<file path="src/design/circular_fifo_with_peek_unit_defines.svh">
// Assertion macros shared by the circular FIFO with peek RTL.
`ifndef CIRCULAR_FIFO_WITH_PEEK_UNIT_DEFINES_SVH
`define CIRCULAR_FIFO_WITH_PEEK_UNIT_DEFINES_SVH

// Check that cons holds in the same cycle as ante.
`define CFWP_ASSERT_SAME(label, clk, rst_n, ante, cons) \
	label: assert property (@(posedge clk) disable iff (!rst_n) (ante) |-> (cons)) \
		else $error("%m: check failed");

// Check that cons holds in the cycle after ante.
`define CFWP_ASSERT_NEXT(label, clk, rst_n, ante, cons) \
	label: assert property (@(posedge clk) disable iff (!rst_n) (ante) |=> (cons)) \
		else $error("%m: check failed");

`endif

</file>
<file path="src/design/cfwp_pkg.sv">
// Types and constants of the circular FIFO with peek.
package cfwp_pkg;

	localparam int DEPTH_DEF      = 16;
	localparam int DATA_WIDTH_DEF = 32;
	localparam int WORD_W         = 32;
	localparam int CAP_W          = 5;
	localparam int FILL_W         = 5;
	localparam int POS_W          = 5;
	localparam logic [CAP_W-1:0] CAP_RESET = 5'd10;

	typedef enum logic [1:0] {
		FUNC_WRITE = 2'd0,
		FUNC_READ  = 2'd1,
		FUNC_PEEK  = 2'd2,
		FUNC_CLEAR = 2'd3
	} func_t;

	typedef enum logic [1:0] {
		STATUS_OK      = 2'd0,
		STATUS_FULL    = 2'd1,
		STATUS_EMPTY   = 2'd2,
		STATUS_BAD_POS = 2'd3
	} status_t;

	typedef struct packed {
		func_t              func;
		logic [WORD_W-1:0]  write_value;
		logic [POS_W-1:0]   position;
	} req_t;

	typedef struct packed {
		logic [WORD_W-1:0]  read_data;
		status_t            status;
		logic [FILL_W-1:0]  fill_count;
		logic               is_full;
	} rsp_t;

	typedef struct packed {
		logic load;
		logic shift;
		logic sel;
	} cell_ctrl_t;

endpackage

</file>
<file path="src/design/circular_fifo_with_peek_unit.sv">
// Top level of the circular FIFO with peek: control, cell chain and result register.
//
// Usage:
//   req channel (req_valid/req_ready/req) carries one operation per item:
//   write, read, peek at a 1-based position from the oldest entry, or clear.
//   rsp channel (rsp_valid/rsp_ready/rsp) returns one result per item with
//   the data, status, fill count and full flag after the operation.
//   cfg channel (cfg_valid/cfg_ready/cfg_data) writes the capacity in use;
//   every such write empties the FIFO. cfg_ready is always high.
// Result and throughput:
//   The result of an item is registered and appears in the cycle after it is
//   accepted. One item per cycle is sustained while rsp_ready stays high; the
//   whole operation, including the shift of the cell chain on a read, completes in the accept cycle.
// Reset:
//   arst_n empties the FIFO, drops rsp_valid and sets the capacity to 10.
// Stall:
//   While rsp_valid is high and rsp_ready is low the result is held and
//   req_ready is low; a new item is taken in the cycle the result leaves.
`include "circular_fifo_with_peek_unit_defines.svh"

module circular_fifo_with_peek_unit #(
	parameter int DEPTH      = cfwp_pkg::DEPTH_DEF,
	parameter int DATA_WIDTH = cfwp_pkg::DATA_WIDTH_DEF
) (
	input  logic                         clk,
	input  logic                         arst_n,
	input  logic                         req_valid,
	output logic                         req_ready,
	input  cfwp_pkg::req_t               req,
	output logic                         rsp_valid,
	input  logic                         rsp_ready,
	output cfwp_pkg::rsp_t               rsp,
	input  logic                         cfg_valid,
	output logic                         cfg_ready,
	input  logic [cfwp_pkg::CAP_W-1:0]   cfg_data
);

	localparam int NCELL = (DEPTH < 31) ? DEPTH : 31;
	localparam int SW    = (DATA_WIDTH < cfwp_pkg::WORD_W) ? DATA_WIDTH : cfwp_pkg::WORD_W;

	logic [cfwp_pkg::CAP_W-1:0]  cap_q;
	logic [cfwp_pkg::FILL_W-1:0] fill_q;
	logic [cfwp_pkg::FILL_W-1:0] fill_nxt;
	logic [cfwp_pkg::FILL_W-1:0] cap_eff;
	logic                        rsp_valid_q;
	cfwp_pkg::rsp_t              rsp_q;
	cfwp_pkg::rsp_t              rsp_nxt;
	logic                        accept;
	logic                        cfg_accept;
	logic                        wr_ok;
	logic                        rd_ok;
	logic                        clr;
	logic [SW-1:0]               peek_word;
	logic [SW-1:0]               write_word;
	logic [SW-1:0]               words [NCELL];
	logic [SW-1:0]               taps  [NCELL];
	cfwp_pkg::cell_ctrl_t        ctrls [NCELL];

	assign req_ready  = !rsp_valid_q || rsp_ready;
	assign accept     = req_valid && req_ready;
	assign cfg_ready  = 1'b1;
	assign cfg_accept = cfg_valid && cfg_ready;
	assign write_word = req.write_value[SW-1:0];

	always_comb begin
		if (cap_q == '0) begin
			cap_eff = cfwp_pkg::FILL_W'(1);
		end else if (32'(cap_q) > NCELL) begin
			cap_eff = cfwp_pkg::FILL_W'(NCELL);
		end else begin
			cap_eff = cap_q;
		end
	end

	for (genvar i = 0; i < NCELL; i++) begin : g_cell
		assign ctrls[i].load  = accept && wr_ok && (fill_q == cfwp_pkg::FILL_W'(i));
		assign ctrls[i].shift = accept && rd_ok;
		assign ctrls[i].sel   = (req.position == cfwp_pkg::POS_W'(i + 1));

		cfwp_cell #(
			.WIDTH(SW)
		) u_cell (
			.clk       (clk),
			.ctrl      (ctrls[i]),
			.write_word(write_word),
			.next_word ((i == NCELL - 1) ? words[i] : words[(i + 1) % NCELL]),
			.word      (words[i]),
			.tap       (taps[i])
		);
	end

	always_comb begin
		peek_word = '0;
		for (int i = 0; i < NCELL; i++) begin
			peek_word = peek_word | taps[i];
		end
	end

	always_comb begin
		wr_ok             = 1'b0;
		rd_ok             = 1'b0;
		clr               = 1'b0;
		rsp_nxt.read_data = '0;
		rsp_nxt.status    = cfwp_pkg::STATUS_OK;
		unique case (req.func)
			cfwp_pkg::FUNC_WRITE: begin
				if (fill_q == cap_eff) begin
					rsp_nxt.status = cfwp_pkg::STATUS_FULL;
				end else begin
					wr_ok = 1'b1;
				end
			end
			cfwp_pkg::FUNC_READ: begin
				if (fill_q == '0) begin
					rsp_nxt.status = cfwp_pkg::STATUS_EMPTY;
				end else begin
					rd_ok             = 1'b1;
					rsp_nxt.read_data = cfwp_pkg::WORD_W'(words[0]);
				end
			end
			cfwp_pkg::FUNC_PEEK: begin
				if (req.position == '0 || req.position > fill_q) begin
					rsp_nxt.status = cfwp_pkg::STATUS_BAD_POS;
				end else begin
					rsp_nxt.read_data = cfwp_pkg::WORD_W'(peek_word);
				end
			end
			cfwp_pkg::FUNC_CLEAR: begin
				clr = 1'b1;
			end
			default: begin
				clr = 1'b0;
			end
		endcase
		priority if (clr) begin
			fill_nxt = '0;
		end else if (wr_ok) begin
			fill_nxt = fill_q + 1'b1;
		end else if (rd_ok) begin
			fill_nxt = fill_q - 1'b1;
		end else begin
			fill_nxt = fill_q;
		end
		rsp_nxt.fill_count = fill_nxt;
		rsp_nxt.is_full    = (fill_nxt == cap_eff);
	end

	always_ff @(posedge clk or negedge arst_n) begin
		if (!arst_n) begin
			cap_q       <= cfwp_pkg::CAP_RESET;
			fill_q      <= '0;
			rsp_valid_q <= 1'b0;
		end else begin
			if (cfg_accept) begin
				cap_q  <= cfg_data;
				fill_q <= '0;
			end else if (accept) begin
				fill_q <= fill_nxt;
			end
			if (accept) begin
				rsp_valid_q <= 1'b1;
			end else if (rsp_ready) begin
				rsp_valid_q <= 1'b0;
			end
		end
	end

	always_ff @(posedge clk) begin
		if (accept) begin
			rsp_q <= rsp_nxt;
		end
	end

	assign rsp_valid = rsp_valid_q;
	assign rsp       = rsp_q;

	`CFWP_ASSERT_SAME(a_fill_bound, clk, arst_n, 1'b1, fill_q <= cap_eff)
	`CFWP_ASSERT_NEXT(a_write_grows, clk, arst_n, accept && wr_ok && !cfg_accept, fill_q == $past(fill_q) + 1'b1)
	`CFWP_ASSERT_NEXT(a_read_shrinks, clk, arst_n, accept && rd_ok && !cfg_accept, fill_q == $past(fill_q) - 1'b1)
	`CFWP_ASSERT_NEXT(a_cfg_empties, clk, arst_n, cfg_accept, fill_q == '0)
	`CFWP_ASSERT_SAME(a_full_status, clk, arst_n, rsp_valid_q && rsp_q.status == cfwp_pkg::STATUS_FULL, rsp_q.is_full)

endmodule

</file>
<file path="src/design/cfwp_cell.sv">
// One storage cell of the FIFO chain: load, shift from neighbor, tap for peek.
module cfwp_cell #(
	parameter int WIDTH = cfwp_pkg::WORD_W
) (
	input  logic                  clk,
	input  cfwp_pkg::cell_ctrl_t  ctrl,
	input  logic [WIDTH-1:0]      write_word,
	input  logic [WIDTH-1:0]      next_word,
	output logic [WIDTH-1:0]      word,
	output logic [WIDTH-1:0]      tap
);

	logic [WIDTH-1:0] data_q;

	always_ff @(posedge clk) begin
		if (ctrl.load) begin
			data_q <= write_word;
		end else if (ctrl.shift) begin
			data_q <= next_word;
		end
	end

	assign word = data_q;
	assign tap  = ctrl.sel ? data_q : '0;

endmodule

</file>
<file path="config.mk">
export PLATFORM = sky130hd
export DESIGN_NAME = circular_fifo_with_peek_unit
export DESIGN_NICKNAME = d
export VERILOG_FILES = /design/src/design/cfwp_pkg.sv /design/src/design/circular_fifo_with_peek_unit.sv /design/src/design/cfwp_cell.sv
export VERILOG_INCLUDE_DIRS = /design/src /design/src/design
export SDC_FILE = /design/constraint.sdc
export NUM_CORES = 1
export LEC_CHECK = 0
export BUFFER_PORTS_ARGS = -buffer_cell sky130_fd_sc_hd__buf_2
export CORE_ASPECT_RATIO = 0.8
export CORE_MARGIN = 1
export CORE_UTILIZATION = 50
export CTS_BUF_LIST = sky130_fd_sc_hd__clkbuf_8
export DETAILED_ROUTE_END_ITERATION = 8
export GPL_ROUTABILITY_DRIVEN = 0
export PLACE_DENSITY = 0.79
export SYNTH_ARGS = -nofsm -noshare
export SYNTH_HDL_FRONTEND = slang
export SYNTH_HIERARCHICAL = 1
export SYNTH_SLANG_ARGS = --single-unit
export TNS_END_PERCENT = 5
</file>
<file path="constraint.sdc">
create_clock -name clk -period 3.1 [get_ports clk]
set_input_delay 0.775 -clock clk [delete_from_list [all_inputs] [get_ports clk]]
set_output_delay 0.775 -clock clk [all_outputs]
set_load 0.1 [all_outputs]
</file>
Word level (Yosys, flattened, before mapping)
Cells that the tools add are included.

word-level totals
  word-level logic and storage cells = 188
  input bits = 49
  bits in registers = 563
  output and inout port bits = 43

cells by class
  $lt $le $gt $ge = 2
  equality and inequality tests = 36
  muxes and demuxes = 67
  reduce and logical (&&, ||, !) cells = 43
  add/subtract/negate cells = 2
  bitwise operators = 15

operators by type and width
  kind                   count
  $mux W32               48
  $or A32 B32 Y32        15
  $eq A5 B4 Y1 const B   16
  $pmux W32 S2           1
  $eq A5 B3 Y1 const B   8
  $mux W5                7
  $reduce_bool A2 Y1     17
  $eq A5 B2 Y1 const B   4
  $logic_and A1 B1 Y1    19
  $logic_not A5 Y1       3
  $eq A5 B1 Y1 const B   2
  $eq A5 B5 Y1           2
  $mux W1                8
  $pmux W2 S3            1
  $add A5 B1 Y5 const B  1
  $eq A5 B5 Y1 const B   1
  $gt A5 B5 Y1           1
  $gt A5 B5 Y1 const B   1
  $sub A5 B1 Y5 const B  1
  $eq A2 B2 Y1 const B   2
  $mux W2                2
  $eq A2 B1 Y1 const B   1
  $logic_not A2 Y1       1
  $logic_or A1 B1 Y1     2
  $logic_not A1 Y1       1

Depth between registers and ports, before layout
Gate-level depths: netlist (run 1).

  depth in word-level cells = 19
  gate-level depth with buffers = 11

Cells and area by module
Netlist (run 1), hierarchy kept.

by module, submodules not included
  module                        cells each  sequential area each (um2)  area an instance (um2)  instances
  cfwp_cell                     104         960.9                       1719.1                  16
  circular_fifo_with_peek_unit  476         1478.9                      4200.3                  1

Worst setup path before layout (run 1)
OpenSTA, ideal clock, no wires.

  path type = reg-to-reg
  start point = register rsp_valid_q, in the netlist rsp_valid
  end point = register g_cell[10].u_cell.data_q[0], enable pin
  setup time = 0.391 ns
  arrival time = 3.553 ns
  slack = -0.844 ns
  clock period less this slack = 3.944 ns
  cell stages (with the launch flop) = 9
  cells stage by stage = dfrtp_1 -> nand2b_1 -> nand2_1 -> nor2_1 -> nand3_1 -> nor2_1 -> buf_6 -> buf_12 -> or2_1

RTL lines
  item                    RTL line                             RTL
  start, declared         circular_fifo_with_peek_unit.sv:45   logic rsp_valid_q;
  start signal, assigned  circular_fifo_with_peek_unit.sv:152  rsp_valid_q <= 1'b0;
  start signal, assigned  circular_fifo_with_peek_unit.sv:161  rsp_valid_q <= 1'b1;
  start signal, assigned  circular_fifo_with_peek_unit.sv:163  rsp_valid_q <= 1'b0;
  end signal, assigned    cfwp_cell.sv:17                      data_q <= write_word;
  end signal, assigned    cfwp_cell.sv:19                      data_q <= next_word;
  end, declared           cfwp_cell.sv:13                      logic [WIDTH-1:0] data_q;

==> results.ini, run 1 <==
[floorplanning]
rows = 82
io_pins = 92
die_area_um2 = 64430
core_region_area_um2 = 62690
die_height_um = 227.2
die_x_um = 283.5
start_util_pct = 50.58

[clock_network]
cts_buffer_depth = 3
numCtsBuffers = 90
clk_latency_ns = 0.71
cts.clk_slew.worst_paths_ns = 0.06
cts_root_buf = clkbuf_8
cts_tree = built
post-cts-setup-buffers = 0
cts_htree_levels = 3
clock-sinks = 563

[synth]
ys_async_sr_fraction_pct = 1.954
syn_nets = 2204
netlist_area_um2 = 31710
ys_seq_area_share_pct = 53.15
synth_ff_type = edfxtp_1
synth_cell_types = 59
synth_top_cell_by_area = edfxtp_1
yosys_warnings = 6
synth-seq-cells = 563
syn_inst = 2140
synth_edf_count = 552
synth_area_leaders = edfxtp_1, mux2_4, and2_1
synth_top_area_share_pct = 52.28
syn_avg_cell_area_um2 = 14.82

[place]
dp_hpwl_um = 58470
io_buffers = 90
dpl_cell_area_um2 = 34510

[global_routing]
first_global_vias = 20457
grt_first_pass_wirelength_um = 131400
grt_max_degree = 33
grt_usage_pct = 27.28
grt_overflow_total = 0
antenna_found_initial = 2

[worst_hold_path]
hp-class = in -> reg

[critical_path]
critPathLaunchType = flip-flop
critPathMaxFanout = 15
path_common_cell = buf_12
critPathKind = reg -> reg
cp.arrival_ns = 3.38
crit_family = simple AND/OR/NAND/NOR gates
crit_slowest_cell = dfstp_2
crit_chain = nand2b_1 -> a31oi_2 -> and3_1 -> nor3_4 -> nor2_2 -> nand3_1 -> buf_4 -> nor2_4 -> buf_12 -> or2_2 -> buf_12
required_ns = 3.48
end_kind = flip-flop
worst-path-buf-inv = 3
critPathMaxStageDelay_ns = 0.59

[timing]
fmax_mhz = 332.7
period_share_pct = 96.95
worstMarginPinSlew_ns = 0.7971
hold_viol_final = 0
tns_ns = 0
timing.slew.headroom_pct = 46.37
finalSetupViolCount = 0
final_max_slew_viol_count = 0
min_period_ns = 3.006
whs_ns = 0.2853
clock_skew_ns = 0.04094
grt_setup_unrepaired = true

[detailed_routing]
drt-total-wl_um = 88320
drt-wirelength-per-cell_um = 26.84
drt_iter0_drc = 2181
num_vias = 19914
antenna_left = 0
viasPerCell = 6.051
drt_first_pass_iters = 6
post-route-drc-count = 0

[power_and_ir_drop]
power_switching_mw = 4.036
powerDensity_nw_per_um2 = 437.6
combPwrFrac_pct = 8.0
power_frac_seq_pct = 53.8
p_clk_share_pct = 38.2
p_total_mw = 15.84
ir_drop_v = 0.0005154
p_leak_nw = 13.42
swShare_pct = 25.48
p_int_mw = 11.80

[layout]
nFillCells = 4736
final_nets = 2439
fin_util_pct = 57.72
regArea_um2 = 16850
layout-drive-gt1-share_pct = 39.53
fin_area_um2 = 36190
multi_input_comb_area_um2 = 13610
syn_to_final_growth_pct = 14.13

[flow_run]
max_cap_viol_count = 0

[status]
status = finished clean

==> worst reg2reg max path, delay by kind of cell, from the launching register on <==
family	cells	cell delay, ns
compound gates	1	0.28
buf+inv	3	0.58
simple gates	7	1.22
flops	1	0.59
==> flip-flops by register name (all words and copies together), names as in the netlist <==
name and count:
fill_q 5, rsp 40, cap_q 5, g_cell.u_cell/word 512, rsp_valid 1
==> stage by stage <==
step / instances / worst slack, ns
after global routing: 3289 / -0.009176
after CTS: 3289 / 0.006820
after detailed placement: 3122 / -0.2208
after floorplan: 2140 / -0.08646
after global placement: 3122 / -0.1509
final: 3291 / 0.09446
==> worst paths after layout <==
kind                           start                  endpoint  slack (ns)  cells after the start
max                         cap_q[1]  g_cell[5].u_cell/word[9]        0.09                     11
min                        req_valid                 rsp_valid        0.29                      2
max reg2reg                 cap_q[1]  g_cell[5].u_cell/word[9]        0.09                     11
min reg2reg                rsp_valid                 rsp_valid        0.54                      2
max in group asynchronous     arst_n                  cap_q[3]        2.32                      2
min in group asynchronous     arst_n                 fill_q[4]        0.47                      2
==> power by group through the flow <==
stage | clock network, mW | registers, mW | logic (mW)
finish | 6.06 | 8.51 | 1.27
global route | 6.43 | 8.52 | 1.31
CTS | 6.14 | 8.51 | 1.25
detailed placement | 0 | 8.67 | 1.24
global placement | 0 | 8.66 | 1.21
floorplan | 0 | 8.86 | 0.505
==> timing repair <==
action	in CTS	in global routing
hold buffers	1	0
resized for setup	1	6
cloned	0	0
pin swaps	0	0
hold endpoints to repair	9	0
setup endpoints to repair	3	284
==> cell usage after synthesis (7+ instances only) <==
master and instances:
nand2b_1 7, mux2_4 465, nor2_1 40, ha_1 15
nand2_1 52, a41o_1 32, a21oi_1 9, clkbuf_1 61
buf_12 48, nor3_1 9, and2_1 514, mux2_2 52
dfrtp_1 9, nor4_1 132, inv_1 12, buf_6 16
or2_1 16, edfxtp_1 552, a21boi_0 32, nand3_1 7
==> cells in the final DEF (no fill, tap or decap), types with 17 or more instances in the layout <==
cell type	instances
and2_1	513
buf_2	90
nand2_1	52
buf_12	92
mux2_4	465
a41o_1	32
clkbuf_8	92
edfxtp_1	552
clkinv_1	22
a21boi_0	29
nor4_1	132
buf_4	89
inv_1	40
nor2_1	17
mux2_2	52
==> layer usage <==
metal	global-route usage (%)	wire length, um
met5	0	11
met4	10.32	3224
met3	5.431	7750
met2	44.46	40940
met1	36.17	36390
==> final cells by class <==
cell class | instances | share of cell area (%)
sequential | 563 | 46.58
multi-input combinational | 1436 | 37.62
timing repair buffer | 272 | 8.209
clock buffer | 92 | 3.499
tap | 840 | 2.904
clock inverter | 74 | 1.048
inverter | 12 | 0.1245
antenna | 2 | 0.01383
==> cell families after synthesis <==
group,Yosys count,synth area share (%)
xor gates and xnor gates,3,0.08288
other,1,0.01183
muxes,520,23.96
DFF,563,53.15
adders and majority gates,15,0.5919
and+or+nand+nor,797,15.05
AOI/OAI and AO/OA,100,2.605
buffers and inverters,141,4.542
(Power assumes the default switching activity.)
==> run 2, diff against run 1 <==
- SETUP_SLACK_MARGIN: unset -> 0.1
==> results.ini, run 2 (synthesized netlist as in run 1, its figures left out) <==
[status]
status = finished clean

[timing]
finalSetupViolCount = 0  ; unchanged
finalWorstSetupSlack_ns = 0.2170  ; +0.1225 ns
hold_viol_final = 0  ; unchanged
min_period_ns = 2.883  ; -0.1225 ns
final_max_slew_viol_count = 0  ; unchanged
clock_skew_ns = 0.03120  ; -0.009742 ns
timing.slew.headroom_pct = 11.43  ; -35 points
grt_setup_unrepaired = true
period_share_pct = 93.00  ; -4.0 points
fmax_mhz = 346.9  ; +4.2%
worstMarginPinSlew_ns = 1.327  ; +0.5300 ns

[layout]
nFillCells = 4679  ; -1.2%
final_nets = 2441  ; +0.082%
final_common_cell = edfxtp_1
layout-drive-gt1-share_pct = 39.61  ; +0.089 points
multi_input_comb_area_um2 = 13630  ; +0.13%
syn_to_final_growth_pct = 14.02  ; about the same
fin_util_pct = 57.67  ; about the same
regArea_um2 = 16850  ; unchanged
finalNonFillerCells = 3284  ; -0.21%
largest_register_ffs = 512  ; unchanged
layout_common_cells = edfxtp_1, and2_1, mux2_4, nor4_1, buf_12

[power_and_ir_drop]
swShare_pct = 25.68  ; +0.20 points
p_clk_share_pct = 36.9  ; -1.3 points
powerDensity_nw_per_um2 = 429.0  ; -2.0%
power_frac_seq_pct = 54.9  ; +1.1 points
p_total_mw = 15.51  ; -2.1%
power_switching_mw = 3.983  ; -1.3%
combPwrFrac_pct = 8.2  ; +0.2 points
p_leak_nw = 13.35  ; -0.48%
p_int_mw = 11.53  ; -2.3%
ir_drop_v = 0.0004401  ; -15%

[critical_path]
end_kind = flip-flop
cp.arrival_ns = 3.26  ; -0.12 ns
critPathLaunchType = flip-flop
critPathKind = reg -> reg
critPathMaxFanout = 16  ; +1
required_ns = 3.48  ; about the same

[clock_network]
cts.clk_slew.worst_paths_ns = 0.07  ; about the same
cts_tree = built
numCtsBuffers = 86  ; -4.4%
clk_latency_ns = 0.70  ; about the same
cts_htree_levels = 3  ; unchanged
clock-sinks = 563  ; unchanged
cts_root_buf = clkbuf_8
cts_buffer_depth = 3  ; unchanged

[place]
io_buffers = 90  ; unchanged
place_ws_ns = -0.1824  ; +0.03838 ns
dp_hpwl_um = 57250  ; -2.1%
dp.cells = 3128  ; +0.19%

[floorplanning]
die_area_um2 = 64430  ; unchanged
start_util_pct = 50.58  ; unchanged
core_region_area_um2 = 62690  ; unchanged
rows = 82  ; unchanged
die_height_um = 227.2  ; unchanged
io_pins = 92  ; unchanged
die_x_um = 283.5  ; unchanged

[detailed_routing]
post-route-drc-count = 0  ; unchanged
antenna_left = 0  ; unchanged
drt_first_pass_iters = 5  ; -1
viasPerCell = 5.990  ; -1.0%
drt-wirelength-per-cell_um = 26.46  ; -1.4%
drt_iter0_drc = 2153  ; -1.3%
drt-total-wl_um = 86890  ; -1.6%
num_vias = 19671  ; -1.2%

[global_routing]
grt_first_pass_wirelength_um = 129400  ; -1.5%
grt_usage_pct = 26.94  ; -0.34 points
first_global_vias = 20129  ; -1.6%
grt_overflow_total = 0  ; unchanged
antenna_found_initial = 2  ; unchanged
grt_max_degree = 33  ; unchanged

[flow_run]
max_cap_viol_count = 0  ; unchanged

[worst_hold_path]
hp-class = in -> reg

[run 2: final cells by class]
cell class	count	share of cell area [%]
clock buffers	89	3.388
clock inverters	63	0.7545
diodes	3	0.02076
multi-input cells	1436	37.71
inverters	12	0.1246
flip-flops and latches	563	46.62
well taps	840	2.907
repair buffers	278	8.479
[run 2: timing repair]
| item | in CTS | in global routing |
|---|---|---|
| setup endpoints to repair | 0 | 975 |
| hold buffers | 1 | 0 |
| endpoints found under the hold margin | 9 | 0 |
| gates resized for setup | 0 | 4 |
| setup buffers | 0 | 0 |
[run 2: critical path: stages, from the launching register on]
cell and delay [ns]:
dfstp_2 0.61, nor4_1 0.08, a211o_2 0.35, a21oi_4 0.22, nor3_4 0.07, nor2_2 0.20, nand3_1 0.10, buf_4 0.19
nor2_4 0.16, buf_12 0.19, or2_4 0.20, buf_12 0.19
[run 2: power groups by stage]
| stage | sequential [mW] | combinational (mW) | clock (mW) |
|---|---|---|---|
| global placement | 8.66 | 1.21 | 0 |
| detailed placement | 8.67 | 1.24 | 0 |
| CTS | 8.51 | 1.25 | 5.79 |
| finish | 8.52 | 1.26 | 5.73 |
| floorplan | 8.86 | 0.507 | 0 |
| global route | 8.52 | 1.31 | 6.09 |
[run 2: metrics by stage]
step | TNS [ns] | hold slack [ns] | area (um^2)
3_5_place_dp | -44.85 | 0.5192 | 34630
3_3_place_gp | -8.711 | 0.5036 | 34630
5_1_grt | 0 | 0.2986 | 36150
4_1_cts | 0 | 0.2471 | 36140
2_1_floorplan | -2.563 | 0.4794 | 31740
6_report | 0 | 0.2950 | 36150
[run 2: final timing paths]
kind | start | to | slack, ns | cells after the start
max | cap_q[1] | g_cell[11].u_cell/word[31] | 0.22 | 11
min | req_valid | rsp_valid | 0.29 | 2
max reg2reg | cap_q[1] | g_cell[11].u_cell/word[31] | 0.22 | 11
min reg2reg | rsp_valid | rsp_valid | 0.53 | 2
max in group asynchronous | arst_n | cap_q[3] | 2.28 | 2
min in group asynchronous | arst_n | rsp_valid | 0.53 | 2
[run 2: metal layers]
layer | share of wire, % | global-route usage, % | vias up
met5 | 0 | 0 | -
met4 | 2.7 | 8.387 | 0
met3 | 9.5 | 6.333 | 175
met2 | 46 | 42.99 | 1022
met1 | 42 | 36.53 | 10043
li1 | - | - | 8431
